`config.mk`:
```
export PLATFORM = sky130hd
export DESIGN_NAME = tlpw_walker
export DESIGN_NICKNAME = d
export VERILOG_FILES = /design/src/sv/assert_macros.svh /design/src/sv/tlpw_pkg.sv /design/src/sv/tlpw_walker.sv
export SDC_FILE = /design/constraint.sdc
export NUM_CORES = 1
export LEC_CHECK = 0
export BUFFER_PORTS_ARGS = -buffer_cell sky130_fd_sc_hd__buf_2
export CORE_MARGIN = 2
export CORE_UTILIZATION = 48
export DETAILED_ROUTE_END_ITERATION = 8
export GPL_ROUTABILITY_DRIVEN = 0
export PLACE_DENSITY = 0.81
export SLEW_MARGIN = 10
export SYNTH_ARGS = -nofsm -noshare
export SYNTH_HDL_FRONTEND = slang
export SYNTH_SLANG_ARGS = --single-unit
```
`constraint.sdc`:
```
create_clock -name clk -period 2.1 [get_ports clk]
set_input_delay 0.105 -clock clk [delete_from_list [all_inputs] [get_ports clk]]
set_output_delay 0.105 -clock clk [all_outputs]
set_load 0.02 [all_outputs]
```
`src/sv/assert_macros.svh`:
```
// ----------------------------------------------------------------------------
// Assertion macros
// Shared concurrent assertion forms, clocked on clk and disabled in reset.
// ----------------------------------------------------------------------------
`ifndef ASSERT_MACROS_SVH
`define ASSERT_MACROS_SVH

// Same-cycle implication
`define ASSERT_IMPLIES(label, ante, cons, msg) \
  label: assert property (@(posedge clk) disable iff (!rst_n) (ante) |-> (cons)) \
    else $error(msg);

// Next-cycle implication
`define ASSERT_NEXT(label, ante, cons, msg) \
  label: assert property (@(posedge clk) disable iff (!rst_n) (ante) |=> (cons)) \
    else $error(msg);

`endif

```
`src/sv/tlpw_pkg.sv`:
```
// ----------------------------------------------------------------------------
// tlpw_pkg
// Types and constants shared by the page walk memories, walker and top level.
// ----------------------------------------------------------------------------
package tlpw_pkg;

  // Store sizes and address widths
  localparam int MEM_BYTES  = 4096;
  localparam int DISK_BYTES = 4096;
  localparam int MEM_AW     = $clog2(MEM_BYTES);
  localparam int DISK_AW    = $clog2(DISK_BYTES);
  localparam int BYTE_W     = 8;

  // Clearing pass covers the larger store
  localparam int CLEAR_LEN  = (MEM_BYTES > DISK_BYTES) ? MEM_BYTES : DISK_BYTES;
  localparam int CLR_W      = $clog2(CLEAR_LEN);

  // Virtual address split
  localparam int VA_W    = 15;
  localparam int OFF_W   = 5;
  localparam int TIDX_W  = 5;
  localparam int DIDX_W  = 5;
  localparam int FRAME_W = 7;
  localparam int VALID_BIT = 7;

  localparam logic [MEM_AW-1:0] DIR_BASE_RESET = 12'hD80;

  typedef enum logic [1:0] {
    CMD_MEM_WR  = 2'd0,
    CMD_DISK_WR = 2'd1,
    CMD_XLATE   = 2'd2
  } cmd_t;

  typedef enum logic [1:0] {
    ST_MEM   = 2'd0,
    ST_FAULT = 2'd1,
    ST_DISK  = 2'd2
  } status_t;

  typedef enum logic [2:0] {
    WS_CLEAR,
    WS_IDLE,
    WS_DIR,
    WS_TBL,
    WS_DATA
  } walk_state_t;

  typedef struct packed {
    logic              we;
    logic              re;
    logic [MEM_AW-1:0] addr;
    logic [BYTE_W-1:0] wdata;
  } mem_req_t;

  typedef struct packed {
    logic               we;
    logic               re;
    logic [DISK_AW-1:0] addr;
    logic [BYTE_W-1:0]  wdata;
  } disk_req_t;

  typedef struct packed {
    logic clearing;
    logic busy;
  } walk_status_t;

  typedef struct packed {
    status_t            status;
    logic [DIDX_W-1:0]  dir_index;
    logic               dir_valid;
    logic [FRAME_W-1:0] table_frame;
    logic [TIDX_W-1:0]  table_index;
    logic               page_valid;
    logic [FRAME_W-1:0] page_frame;
    logic [MEM_AW-1:0]  target_addr;
    logic [BYTE_W-1:0]  value;
  } result_t;

endpackage

```
`src/sv/tlpw_walker.sv`:
```
// ----------------------------------------------------------------------------
// tlpw_walker
// Sequencer for loads, the clearing pass and the three-read table walk.
// ----------------------------------------------------------------------------
module tlpw_walker import tlpw_pkg::*; (
  input  logic                clk,
  input  logic                rst_n,
  input  logic                cfg_we,
  input  logic [MEM_AW-1:0]   cfg_wdata,
  input  logic                in_valid,
  output logic                in_stall,
  input  logic [1:0]          in_cmd,
  input  logic [VA_W-1:0]     in_addr,
  input  logic [BYTE_W-1:0]   in_data,
  input  logic                out_busy,
  output mem_req_t            mem_req,
  input  logic [BYTE_W-1:0]   mem_rdata,
  output disk_req_t           disk_req,
  input  logic [BYTE_W-1:0]   disk_rdata,
  output logic                res_valid,
  output result_t             res,
  output walk_status_t        stat
);

  walk_state_t        state_r, state_nxt;
  logic [CLR_W-1:0]   clr_r;
  logic [MEM_AW-1:0]  dir_base_r;
  logic [DIDX_W-1:0]  didx_r;
  logic [TIDX_W-1:0]  tidx_r;
  logic [OFF_W-1:0]   off_r;
  logic [FRAME_W-1:0] dframe_r;
  logic               pvalid_r;
  logic [FRAME_W-1:0] pframe_r;
  logic               accept;
  logic               clr_last;

  assign in_stall = (state_r != WS_IDLE) || out_busy;
  assign accept   = in_valid && !in_stall;
  assign clr_last = (clr_r == CLR_W'(CLEAR_LEN - 1));

  assign stat.clearing = (state_r == WS_CLEAR);
  assign stat.busy     = (state_r != WS_IDLE);

  // Next state
  always_comb begin
    state_nxt = state_r;
    case (state_r)
      WS_CLEAR: begin
        if (clr_last) state_nxt = WS_IDLE;
      end
      WS_IDLE: begin
        if (accept && (in_cmd == CMD_XLATE)) state_nxt = WS_DIR;
      end
      WS_DIR: begin
        state_nxt = mem_rdata[VALID_BIT] ? WS_TBL : WS_IDLE;
      end
      WS_TBL: begin
        state_nxt = WS_DATA;
      end
      WS_DATA: begin
        state_nxt = WS_IDLE;
      end
      default: state_nxt = WS_CLEAR;
    endcase
  end

  // Memory requests and result
  always_comb begin
    mem_req   = '0;
    disk_req  = '0;
    res_valid = 1'b0;
    res.status      = ST_FAULT;
    res.dir_index   = didx_r;
    res.dir_valid   = 1'b0;
    res.table_frame = mem_rdata[FRAME_W-1:0];
    res.table_index = tidx_r;
    res.page_valid  = 1'b0;
    res.page_frame  = '0;
    res.target_addr = '0;
    res.value       = '0;
    case (state_r)
      WS_CLEAR: begin
        mem_req.we   = 1'b1;
        mem_req.addr = clr_r[MEM_AW-1:0];
        disk_req.we   = 1'b1;
        disk_req.addr = clr_r[DISK_AW-1:0];
      end
      WS_IDLE: begin
        if (accept) begin
          case (cmd_t'(in_cmd))
            CMD_MEM_WR: begin
              mem_req.we    = 1'b1;
              mem_req.addr  = in_addr[MEM_AW-1:0];
              mem_req.wdata = in_data;
            end
            CMD_DISK_WR: begin
              disk_req.we    = 1'b1;
              disk_req.addr  = in_addr[DISK_AW-1:0];
              disk_req.wdata = in_data;
            end
            CMD_XLATE: begin
              mem_req.re   = 1'b1;
              mem_req.addr = dir_base_r
                           + MEM_AW'(in_addr[OFF_W+TIDX_W +: DIDX_W]);
            end
            default: ;
          endcase
        end
      end
      WS_DIR: begin
        // Valid directory entry: fetch the page table entry, else fault
        if (mem_rdata[VALID_BIT]) begin
          mem_req.re   = 1'b1;
          mem_req.addr = MEM_AW'({mem_rdata[FRAME_W-1:0], tidx_r});
        end else begin
          res_valid = 1'b1;
        end
      end
      WS_TBL: begin
        // Resident page reads memory, others read the disk
        if (mem_rdata[VALID_BIT]) begin
          mem_req.re   = 1'b1;
          mem_req.addr = MEM_AW'({mem_rdata[FRAME_W-1:0], off_r});
        end else begin
          disk_req.re   = 1'b1;
          disk_req.addr = DISK_AW'({mem_rdata[FRAME_W-1:0], off_r});
        end
      end
      WS_DATA: begin
        res_valid       = 1'b1;
        res.dir_valid   = 1'b1;
        res.table_frame = dframe_r;
        res.page_valid  = pvalid_r;
        res.page_frame  = pframe_r;
        if (pvalid_r) begin
          res.status      = ST_MEM;
          res.target_addr = MEM_AW'({pframe_r, off_r});
          res.value       = mem_rdata;
        end else begin
          res.status      = ST_DISK;
          res.target_addr = MEM_AW'(DISK_AW'({pframe_r, off_r}));
          res.value       = disk_rdata;
        end
      end
      default: ;
    endcase
  end

  // Control state
  always_ff @(posedge clk) begin
    if (!rst_n) begin
      state_r    <= WS_CLEAR;
      clr_r      <= '0;
      dir_base_r <= DIR_BASE_RESET;
    end else begin
      state_r <= state_nxt;
      if (state_r == WS_CLEAR) clr_r <= clr_r + 1'b1;
      if (cfg_we) dir_base_r <= cfg_wdata;
    end
  end

  // Hold walk fields between reads
  always_ff @(posedge clk) begin
    if (accept) begin
      didx_r <= in_addr[OFF_W+TIDX_W +: DIDX_W];
      tidx_r <= in_addr[OFF_W +: TIDX_W];
      off_r  <= in_addr[OFF_W-1:0];
    end
    if (state_r == WS_DIR) dframe_r <= mem_rdata[FRAME_W-1:0];
    if (state_r == WS_TBL) begin
      pvalid_r <= mem_rdata[VALID_BIT];
      pframe_r <= mem_rdata[FRAME_W-1:0];
    end
  end

endmodule

```
==> reports/results.md, run 1 <==
### Logic synthesis
• share of synthesized area occupied by flip-flops and latches: 40.9%
• most frequent cell after synthesis: sky130_fd_sc_hd__nand2_1
• top_reg_cell synth: sky130_fd_sc_hd__edfxtp_1
• Async S/R FF share, synth: 0%
• leading post-synthesis cells by cell area: sky130_fd_sc_hd__edfxtp_1 26%, sky130_fd_sc_hd__dfxtp_1 15%, sky130_fd_sc_hd__mux2i_1 6.0%
• number of flops mapped to enable cells by yosys: 30
• Synth Register Bits: 57
• dominant cell type by area after synthesis: sky130_fd_sc_hd__edfxtp_1
• number of distinct library cell variants in the gate-level netlist after synthesis: 56
• mean cell area of the mapped netlist: 9.35 µm²
• synthesized cell area: 0.00353 mm²
• synth cell count leaders: 40 x sky130_fd_sc_hd__nand2_1, 31 x sky130_fd_sc_hd__and2_1, 30 x sky130_fd_sc_hd__edfxtp_1
• Synth warnings: 0
• Net Count, Synth: 442
• gate count after technology mapping: 377
• Synth top area share: 25.6%

### Route
• remaining antenna violation count after routing: 0
• Routed wire per std cell: 20.3 µm
• DR DRC count: 0
• first-iteration detailed-routing DRC count: 606
• Via density: 5.99
• detailed-route wire length: 13600 µm
• via count: 4026
• 1st-pass router iterations: 7

### Placement
• total of buffers placed on input and output ports: 153
• HPWL after detailed placement: 8360 µm

### Global routing
• wire length of the first global-routing pass: 18500 µm
• global-route usage over all layers: 28.7%
• vias in the first global route: 3560
• maximum number of pins on one net before global-route repair: 29
• aggregate global routing overflow: 0
• initial antenna violation count: 0

### CTS
• clock tree from TritonCTS: yes
• maximum buffer depth of the clock tree: 2
• clock slew at reported path FFs: 0.08 ns
• root buffer selected by CTS: sky130_fd_sc_hd__clkbuf_8
• total clock buffers created by CTS: 9
• clock sink count: 57
• latest clock arrival within the worst-skew pair: 0.35 ns
• htree depth: 3

### Finish
• Final Util: 74.9%
• share of cells above drive strength 1: 46.2%
• area delta synth->final: 52.4%
• total inserted antenna cells: 0
• final-layout fill cell count: 441
• fin nets: 633

### Floorplanning
• starting utilization of the core area: 49.1%
• width of the chip: 89.7 µm
• # rows: 31
• DIE AREA: 0.00805 mm²
• IO Count: 154
• floorplan core area: 0.00718 mm²
• overall die height: 89.7 µm

### STA
• Total Negative Setup Slacks: -2.13 ns
• number of hold-slack violations in the final timing report: 0
• setup repair after global routing missed its margin: yes
• worst hold slack after final layout: 0.0185 ns
• slew of the pin with the lowest slew margin: 0.507 ns
• setup skew after layout: 0.0120 ns
• post-route clock period utilization: 111%
• shortest period the worst path allows: 2.34 ns
• Final Worst Setup Slack: -0.237 ns
• timing-limited maximum frequency: 0.428 GHz
• slew margin rel.: 66.2%
• Final Max Tran Viols: 0
• final-report setup violation count: 31

### Worst hold path
• Hold Crit Start: cfg_wdata[7]
• Worst Hold Class: input port to flop

### Critical path
• Crit path largest cell delay: 0.37 ns
• kind of launch point of the worst setup path: flop
• Worst Path Required: 2.00 ns
• buffers plus inverters on the worst setup path: 2
• maximum fanout along the worst path: 4
• CP top delay family: adder cells
• CP arrival: 2.23 ns
• Crit Reg-Reg Startpoint: state_r[2]
• cell with the largest stage delay on the worst path: sky130_fd_sc_hd__fa_2
• sort of element at the end of the critical path: primary output
• classification of the worst setup path: flop to primary output
• Worst setup startpoint: dir_base_r[0]
• crit-path cells: ha_4, inv_2, fa_2, nor2b_4, o31a_1, o2111ai_2, xor2_1, o21ai_1, buf_4

### Power and ir drop
• Combinational Power Share: 14.9%
• worst supply voltage drop on vdd: 0.000371 V
• net switching power: 702 µW
• power density over cell area: 485 mW/mm²
• proportion of power drawn by the clock network: 38.6%
• Switching Share: 26.9%
• part of the total power dissipated in sequential elements: 46.5%
• leakage power total: 2.55 nW
• Power Internal: 1.91 mW

### Outcome
• status: complete, but fails checks
• failing checks: negative setup slack

### Job
• number of max-cap violations: 0

==> final cells by class <==
type | instances | area [µm²] | share of cell area (%)
Multi-Input combinational cell | 270 | 2060 | 38.2
Timing Repair Buffer | 210 | 1480 | 27.4
Sequential cell | 57 | 1460 | 27.1
Clock buffer | 10 | 128 | 2.37
Tap cell | 99 | 124 | 2.30
Inverter | 20 | 78.8 | 1.47
Clock inverter | 6 | 58.8 | 1.09
==> cells by family after synthesis <==
logic type               synth area share [%]
AO/OA/AOI/OAI                            14.0
AND/OR/NAND/NOR                          25.3
XOR/XNOR                                 4.22
adder cells (fa/ha/maj)                  2.70
multiplexers                             5.96
flip-flops                               40.9
buffers and inverters                    6.95
==> power groups by stage <==
stage	Clock [mW]	Sequential, mW	Combinational, mW
6_report	1.01	1.21	0.389
5_1_grt	1.06	1.21	0.409
4_1_cts	0.997	1.21	0.319
3_5_place_dp	0	1.23	0.273
3_3_place_gp	0	1.23	0.267
2_1_floorplan	0	1.23	0.146
==> path summary, 6_finish.rpt <==
check,to,slack [ns],cells after the start
setup reg to reg,clr_r[5],0.16,6
setup / recovery,mem_req[16],-0.24,9
hold / removal,dir_base_r[7],0.02,3
hold reg to reg,dir_base_r[10],0.54,2
==> worst min-delay path, delay by kind of cell <==
family          cells  cell delay, ns
buf+inv             1            0.09
compound gates      1            0.07
simple gates        1            0.06
==> registers in the layout, summed over array words and instances (netlist names) <==
| signal | flops |
|---|---|
| dframe_r | 7 |
| dir_base_r | 12 |
| pframe_r | 7 |
| clr_r | 12 |
| pvalid_r | 1 |
| tidx_r | 5 |
| didx_r | 5 |
| off_r | 5 |
| state_r | 3 |
==> cells in the final DEF, fill, tap and decap left out, types with 4 or more instances in the layout <==
master                          count
sky130_fd_sc_hd__edfxtp_1          30
sky130_fd_sc_hd__o21ai_1            6
sky130_fd_sc_hd__and2_1            21
sky130_fd_sc_hd__a222oi_1          10
sky130_fd_sc_hd__mux2i_1           21
sky130_fd_sc_hd__a221o_1            7
sky130_fd_sc_hd__and2_4            10
sky130_fd_sc_hd__and3_1            16
sky130_fd_sc_hd__nand3_1            4
sky130_fd_sc_hd__nand2b_1           4
sky130_fd_sc_hd__xnor2_1            9
sky130_fd_sc_hd__a21oi_1           11
sky130_fd_sc_hd__xor2_1             6
sky130_fd_sc_hd__nand2_1           38
sky130_fd_sc_hd__o21ai_0            4
sky130_fd_sc_hd__buf_6             39
sky130_fd_sc_hd__a22oi_1            4
sky130_fd_sc_hd__nand4_1            4
sky130_fd_sc_hd__nor2_1            21
sky130_fd_sc_hd__dfxtp_1           22
sky130_fd_sc_hd__buf_2            120
sky130_fd_sc_hd__nor2b_1            9
sky130_fd_sc_hd__inv_1             18
sky130_fd_sc_hd__dlygate4sd3_1     16
sky130_fd_sc_hd__buf_4             34
sky130_fd_sc_hd__clkbuf_8           9
==> routing by layer <==
layer | up-vias | part of all wire (%) | global-route usage [%]
li1 | 1726 | - | -
met3 | 84 | 11 | 5.95
met1 | 1859 | 35 | 35.7
met2 | 357 | 48 | 48.1
met5 | - | 0 | 0
met4 | 0 | 6.3 | 13.5
==> what timing repair did <==
action / 4_1_cts / 5_1_grt
pin swaps: 15 / 24
buffers inserted: 12 / 11
cloned: 1 / 1
setup endpoints to repair: 50 / 50
hold endpoints to repair: 16 / 0
resized for setup: 68 / 78
hold buffers: 16 / 0
==> through the flow <==
step / setup WS, ns / instances / power [mW] / instance area (µm²)
after global placement: 0.0965 / 616 / 1.50 / 4390
after floorplan: 0.00685 / 377 / 1.37 / 3530
after global routing: -0.331 / 672 / 2.68 / 5380
after CTS: -0.215 / 660 / 2.52 / 5000
after detailed placement: 0.0495 / 616 / 1.51 / 4390
final: -0.237 / 672 / 2.61 / 5380
(Power assumes the default switching activity.)
==> inputs of run 2 (changes only) <==
Settings changed: ABC_AREA from default to 1.
==> reports/results.md, run 2 <==
### Critical path
• Worst setup startpoint: dir_base_r[0], unchanged
• kind of launch point of the worst setup path: flop, unchanged
• CP arrival: 2.11 ns, was 2.23 ns
• crit-path cells: ha_4, inv_2, fa_2, inv_2, nand4_1, nand2_2, buf_4, nand3_1, nand2_1, nand3_2, nand3_2, buf_6, was ha_4, inv_2, fa_2, nor2b_4, o31a_1, o2111ai_2, xor2_1, o21ai_1, buf_4
• Worst Path Required: 2.00 ns, about the same
• sort of element at the end of the critical path: primary output, unchanged
• classification of the worst setup path: flop to primary output, unchanged
• CP top delay family: simple AND/OR/NAND/NOR gates, was adder cells
• R2R setup slack: 0.39 ns, was 0.16 ns
• maximum fanout along the worst path: 3, was 4
• Crit path largest cell delay: 0.37 ns, about the same
• cell with the largest stage delay on the worst path: sky130_fd_sc_hd__fa_2, unchanged
• buffers plus inverters on the worst setup path: 4, was 2
• Crit Reg-Reg Startpoint: state_r[2], unchanged

### STA
• setup repair after global routing missed its margin: yes, unchanged
• number of hold-slack violations in the final timing report: 0, unchanged
• timing-limited maximum frequency: 0.452 GHz, was 0.428 GHz
• slew of the pin with the lowest slew margin: 0.437 ns, was 0.507 ns
• slew margin rel.: 70.6%, was 66.2%
• final-report setup violation count: 5, was 31
• post-route clock period utilization: 105%, was 111%
• Final Worst Setup Slack: -0.114 ns, was -0.237 ns
• Final Max Tran Viols: 0, unchanged
• setup skew after layout: 0.00822 ns, was 0.0120 ns
• shortest period the worst path allows: 2.21 ns, was 2.34 ns

### CTS
• maximum buffer depth of the clock tree: 2, unchanged
• latest clock arrival within the worst-skew pair: 0.35 ns, about the same
• clock sink count: 57, unchanged
• clock tree from TritonCTS: yes, unchanged
• total clock buffers created by CTS: 9, unchanged
• root buffer selected by CTS: sky130_fd_sc_hd__clkbuf_8, unchanged
• htree depth: 3, unchanged
• clock slew at reported path FFs: 0.08 ns, about the same

### Logic synthesis
• top_reg_cell synth: sky130_fd_sc_hd__edfxtp_1, unchanged
• Synth Register Bits: 57, unchanged
• Synth top area share: 26.0%, was 25.6%
• Async S/R FF share, synth: 0%, unchanged
• number of distinct library cell variants in the gate-level netlist after synthesis: 42, was 56
• leading post-synthesis cells by cell area: sky130_fd_sc_hd__edfxtp_1 26%, sky130_fd_sc_hd__dfxtp_1 16%, sky130_fd_sc_hd__nand2_1 11%, was sky130_fd_sc_hd__edfxtp_1 26%, sky130_fd_sc_hd__dfxtp_1 15%, sky130_fd_sc_hd__mux2i_1 6.0%
• Synth warnings: 0, unchanged
• synth cell count leaders: 100 x sky130_fd_sc_hd__nand2_1, 78 x sky130_fd_sc_hd__inv_1, 66 x sky130_fd_sc_hd__nor2_1, was 40 x sky130_fd_sc_hd__nand2_1, 31 x sky130_fd_sc_hd__and2_1, 30 x sky130_fd_sc_hd__edfxtp_1
• share of synthesized area occupied by flip-flops and latches: 41.5%, was 40.9%
• most frequent cell after synthesis: sky130_fd_sc_hd__nand2_1, unchanged
• dominant cell type by area after synthesis: sky130_fd_sc_hd__edfxtp_1, unchanged
• Net Count, Synth: 537, was 442
• mean cell area of the mapped netlist: 7.35 µm², was 9.35 µm²
• number of flops mapped to enable cells by yosys: 30, unchanged
• gate count after technology mapping: 472, was 377
• synthesized cell area: 0.00347 mm², was 0.00353 mm²

### Floorplanning
• DIE AREA: 0.00792 mm², was 0.00805 mm²
• starting utilization of the core area: 50.2%, was 49.1%
• # rows: 30, was 31
• floorplan core area: 0.00691 mm², was 0.00718 mm²
• overall die height: 89.0 µm, was 89.7 µm
• IO Count: 154, unchanged
• width of the chip: 89.0 µm, was 89.7 µm

### Route
• via count: 4235, was 4026
• detailed-route wire length: 13300 µm, was 13600 µm
• DR DRC count: 0, unchanged
• Via density: 5.53, was 5.99
• Routed wire per std cell: 17.3 µm, was 20.3 µm
• remaining antenna violation count after routing: 0, unchanged
• first-iteration detailed-routing DRC count: 600, was 606
• 1st-pass router iterations: 9, was 7

### Finish
• area delta synth->final: 45.6%, was 52.4%
• final instance area: 0.00505 mm², was 0.00538 mm²
• share of cells above drive strength 1: 37.0%, was 46.2%
• leading registers by flop count: clr_r: 12 flops, dir_base_r: 12 flops, unchanged
• commonest cells after routing, fill and taps aside: 145 x sky130_fd_sc_hd__buf_2, 96 x sky130_fd_sc_hd__nand2_1, 72 x sky130_fd_sc_hd__inv_1, was 120 x sky130_fd_sc_hd__buf_2, 39 x sky130_fd_sc_hd__buf_6, 38 x sky130_fd_sc_hd__nand2_1
• final-layout fill cell count: 504, was 441
• Final Util: 73.2%, was 74.9%
• fin nets: 730, was 633
• number of cells in the finished layout apart from fillers: 766, was 672
• most common cell after layout, fill and taps aside: sky130_fd_sc_hd__buf_2, unchanged
• total inserted antenna cells: 0, unchanged

### Power and ir drop
• leakage power total: 2.57 nW, was 2.55 nW
• power density over cell area: 519 mW/mm², was 485 mW/mm²
• worst supply voltage drop on vdd: 0.000360 V, was 0.000371 V
• Power Total: 2.62 mW, was 2.61 mW

### Placement
• placed inst area: 0.00430 mm², was 0.00439 mm²
• total of buffers placed on input and output ports: 153, unchanged
• number of placed cells counting well taps: 711, was 616
• pre-CTS worst setup slack: 0.147 ns, was 0.0495 ns
• HPWL after detailed placement: 8740 µm, was 8360 µm

### Job
• number of max-cap violations: 0, unchanged

### Outcome
• status: complete, but fails checks, unchanged
• failing checks: negative setup slack, unchanged

### Global routing
• global-route usage over all layers: 30.6%, was 28.7%
• initial antenna violation count: 0, unchanged
• vias in the first global route: 3767, was 3560
• aggregate global routing overflow: 0, unchanged
• maximum number of pins on one net before global-route repair: 20, was 29
• wire length of the first global-routing pass: 18400 µm, was 18500 µm

### Worst hold path
• Worst Hold Class: input port to flop, unchanged
• Hold Crit Start: mem_rdata[2], was cfg_wdata[7]

[run 2: cell types whose count changed in the layout (fill, tap and decap cells not counted), sizes merged, moves of 22 or more]
cell   before  now
buf       194  170
nand3       5   27
and2       31    0
inv        19   83
o21ai      15   37
nand2      42  106
nor2       22   73
[run 2: through the flow]
| step | setup TNS [ns] | hold slack [ns] |
|---|---|---|
| floorplan | 0 | 0.204 |
| global placement | 0 | 0.309 |
| detailed placement | 0 | 0.301 |
| CTS | -0.0564 | 0.00728 |
| global route | -0.618 | 0.0123 |
| finish | -0.315 | 0.0119 |
[run 2: cells by family after synthesis]
logic type               share of synthesized area [%]
buffers and inverters                             12.0
AO/OA/AOI/OAI                                     13.8
adder cells (fa/ha/maj)                           2.74
XOR/XNOR                                          1.01
flip-flops                                        41.5
AND/OR/NAND/NOR                                   28.8
[run 2: final cells by class]
class | instances | area [µm²] | area share, %
well taps | 96 | 120 | 2.38
multi-input cells | 314 | 1760 | 34.9
flip-flops and latches | 57 | 1450 | 28.7
inverters | 85 | 323 | 6.39
repair buffers | 198 | 1210 | 24.0
clock buffers | 9 | 124 | 2.45
clock inverters | 7 | 61.3 | 1.21
[run 2: worst reg2reg max path, cell delays in order, from the launching register on]
cell                      delay [ns]
sky130_fd_sc_hd__dfxtp_1        0.35
sky130_fd_sc_hd__inv_2          0.11
sky130_fd_sc_hd__buf_4          0.13
sky130_fd_sc_hd__nand2_4        0.15
sky130_fd_sc_hd__nor2_4         0.16
sky130_fd_sc_hd__nand2_1        0.11
sky130_fd_sc_hd__nor2_2         0.16
sky130_fd_sc_hd__nand2_1        0.13
sky130_fd_sc_hd__o21ai_0        0.21
sky130_fd_sc_hd__a21oi_1        0.08
[run 2: metal layers]
metal	vias to the layer above	track usage [%]	part of all wire [%]
li1	1910	-	-
met1	1927	38.9	37
met2	334	50.1	48
met3	64	6.28	11
met4	0	14.2	4.1
met5	-	0	0
[run 2: path summary, 6_finish.rpt]
| kind | end | cells past startpoint |
|---|---|---|
| worst max register to register | clr_r[9] | 9 |
| worst min register to register | dir_base_r[8] | 2 |
| worst max-delay path | mem_req[18] | 12 |
| worst min-delay path | dframe_r[2] | 1 |
[run 2: repair_timing]
| item | CTS | global route |
|---|---|---|
| setup buffers | 5 | 6 |
| endpoints found under the setup margin | 8 | 24 |
| endpoints found under the hold margin | 33 | 0 |
| pin swaps | 9 | 9 |
| gates resized for setup | 28 | 30 |
| hold buffers | 28 | 0 |
[run 2: where the power goes]
group / switching (mW) / leakage (nW) / internal (mW)
sequential: 0.0208 / 0.493 / 1.19
combinational: 0.229 / 1.99 / 0.172
clock: 0.474 / 0.0877 / 0.533
total: 0.724 / 2.57 / 1.90
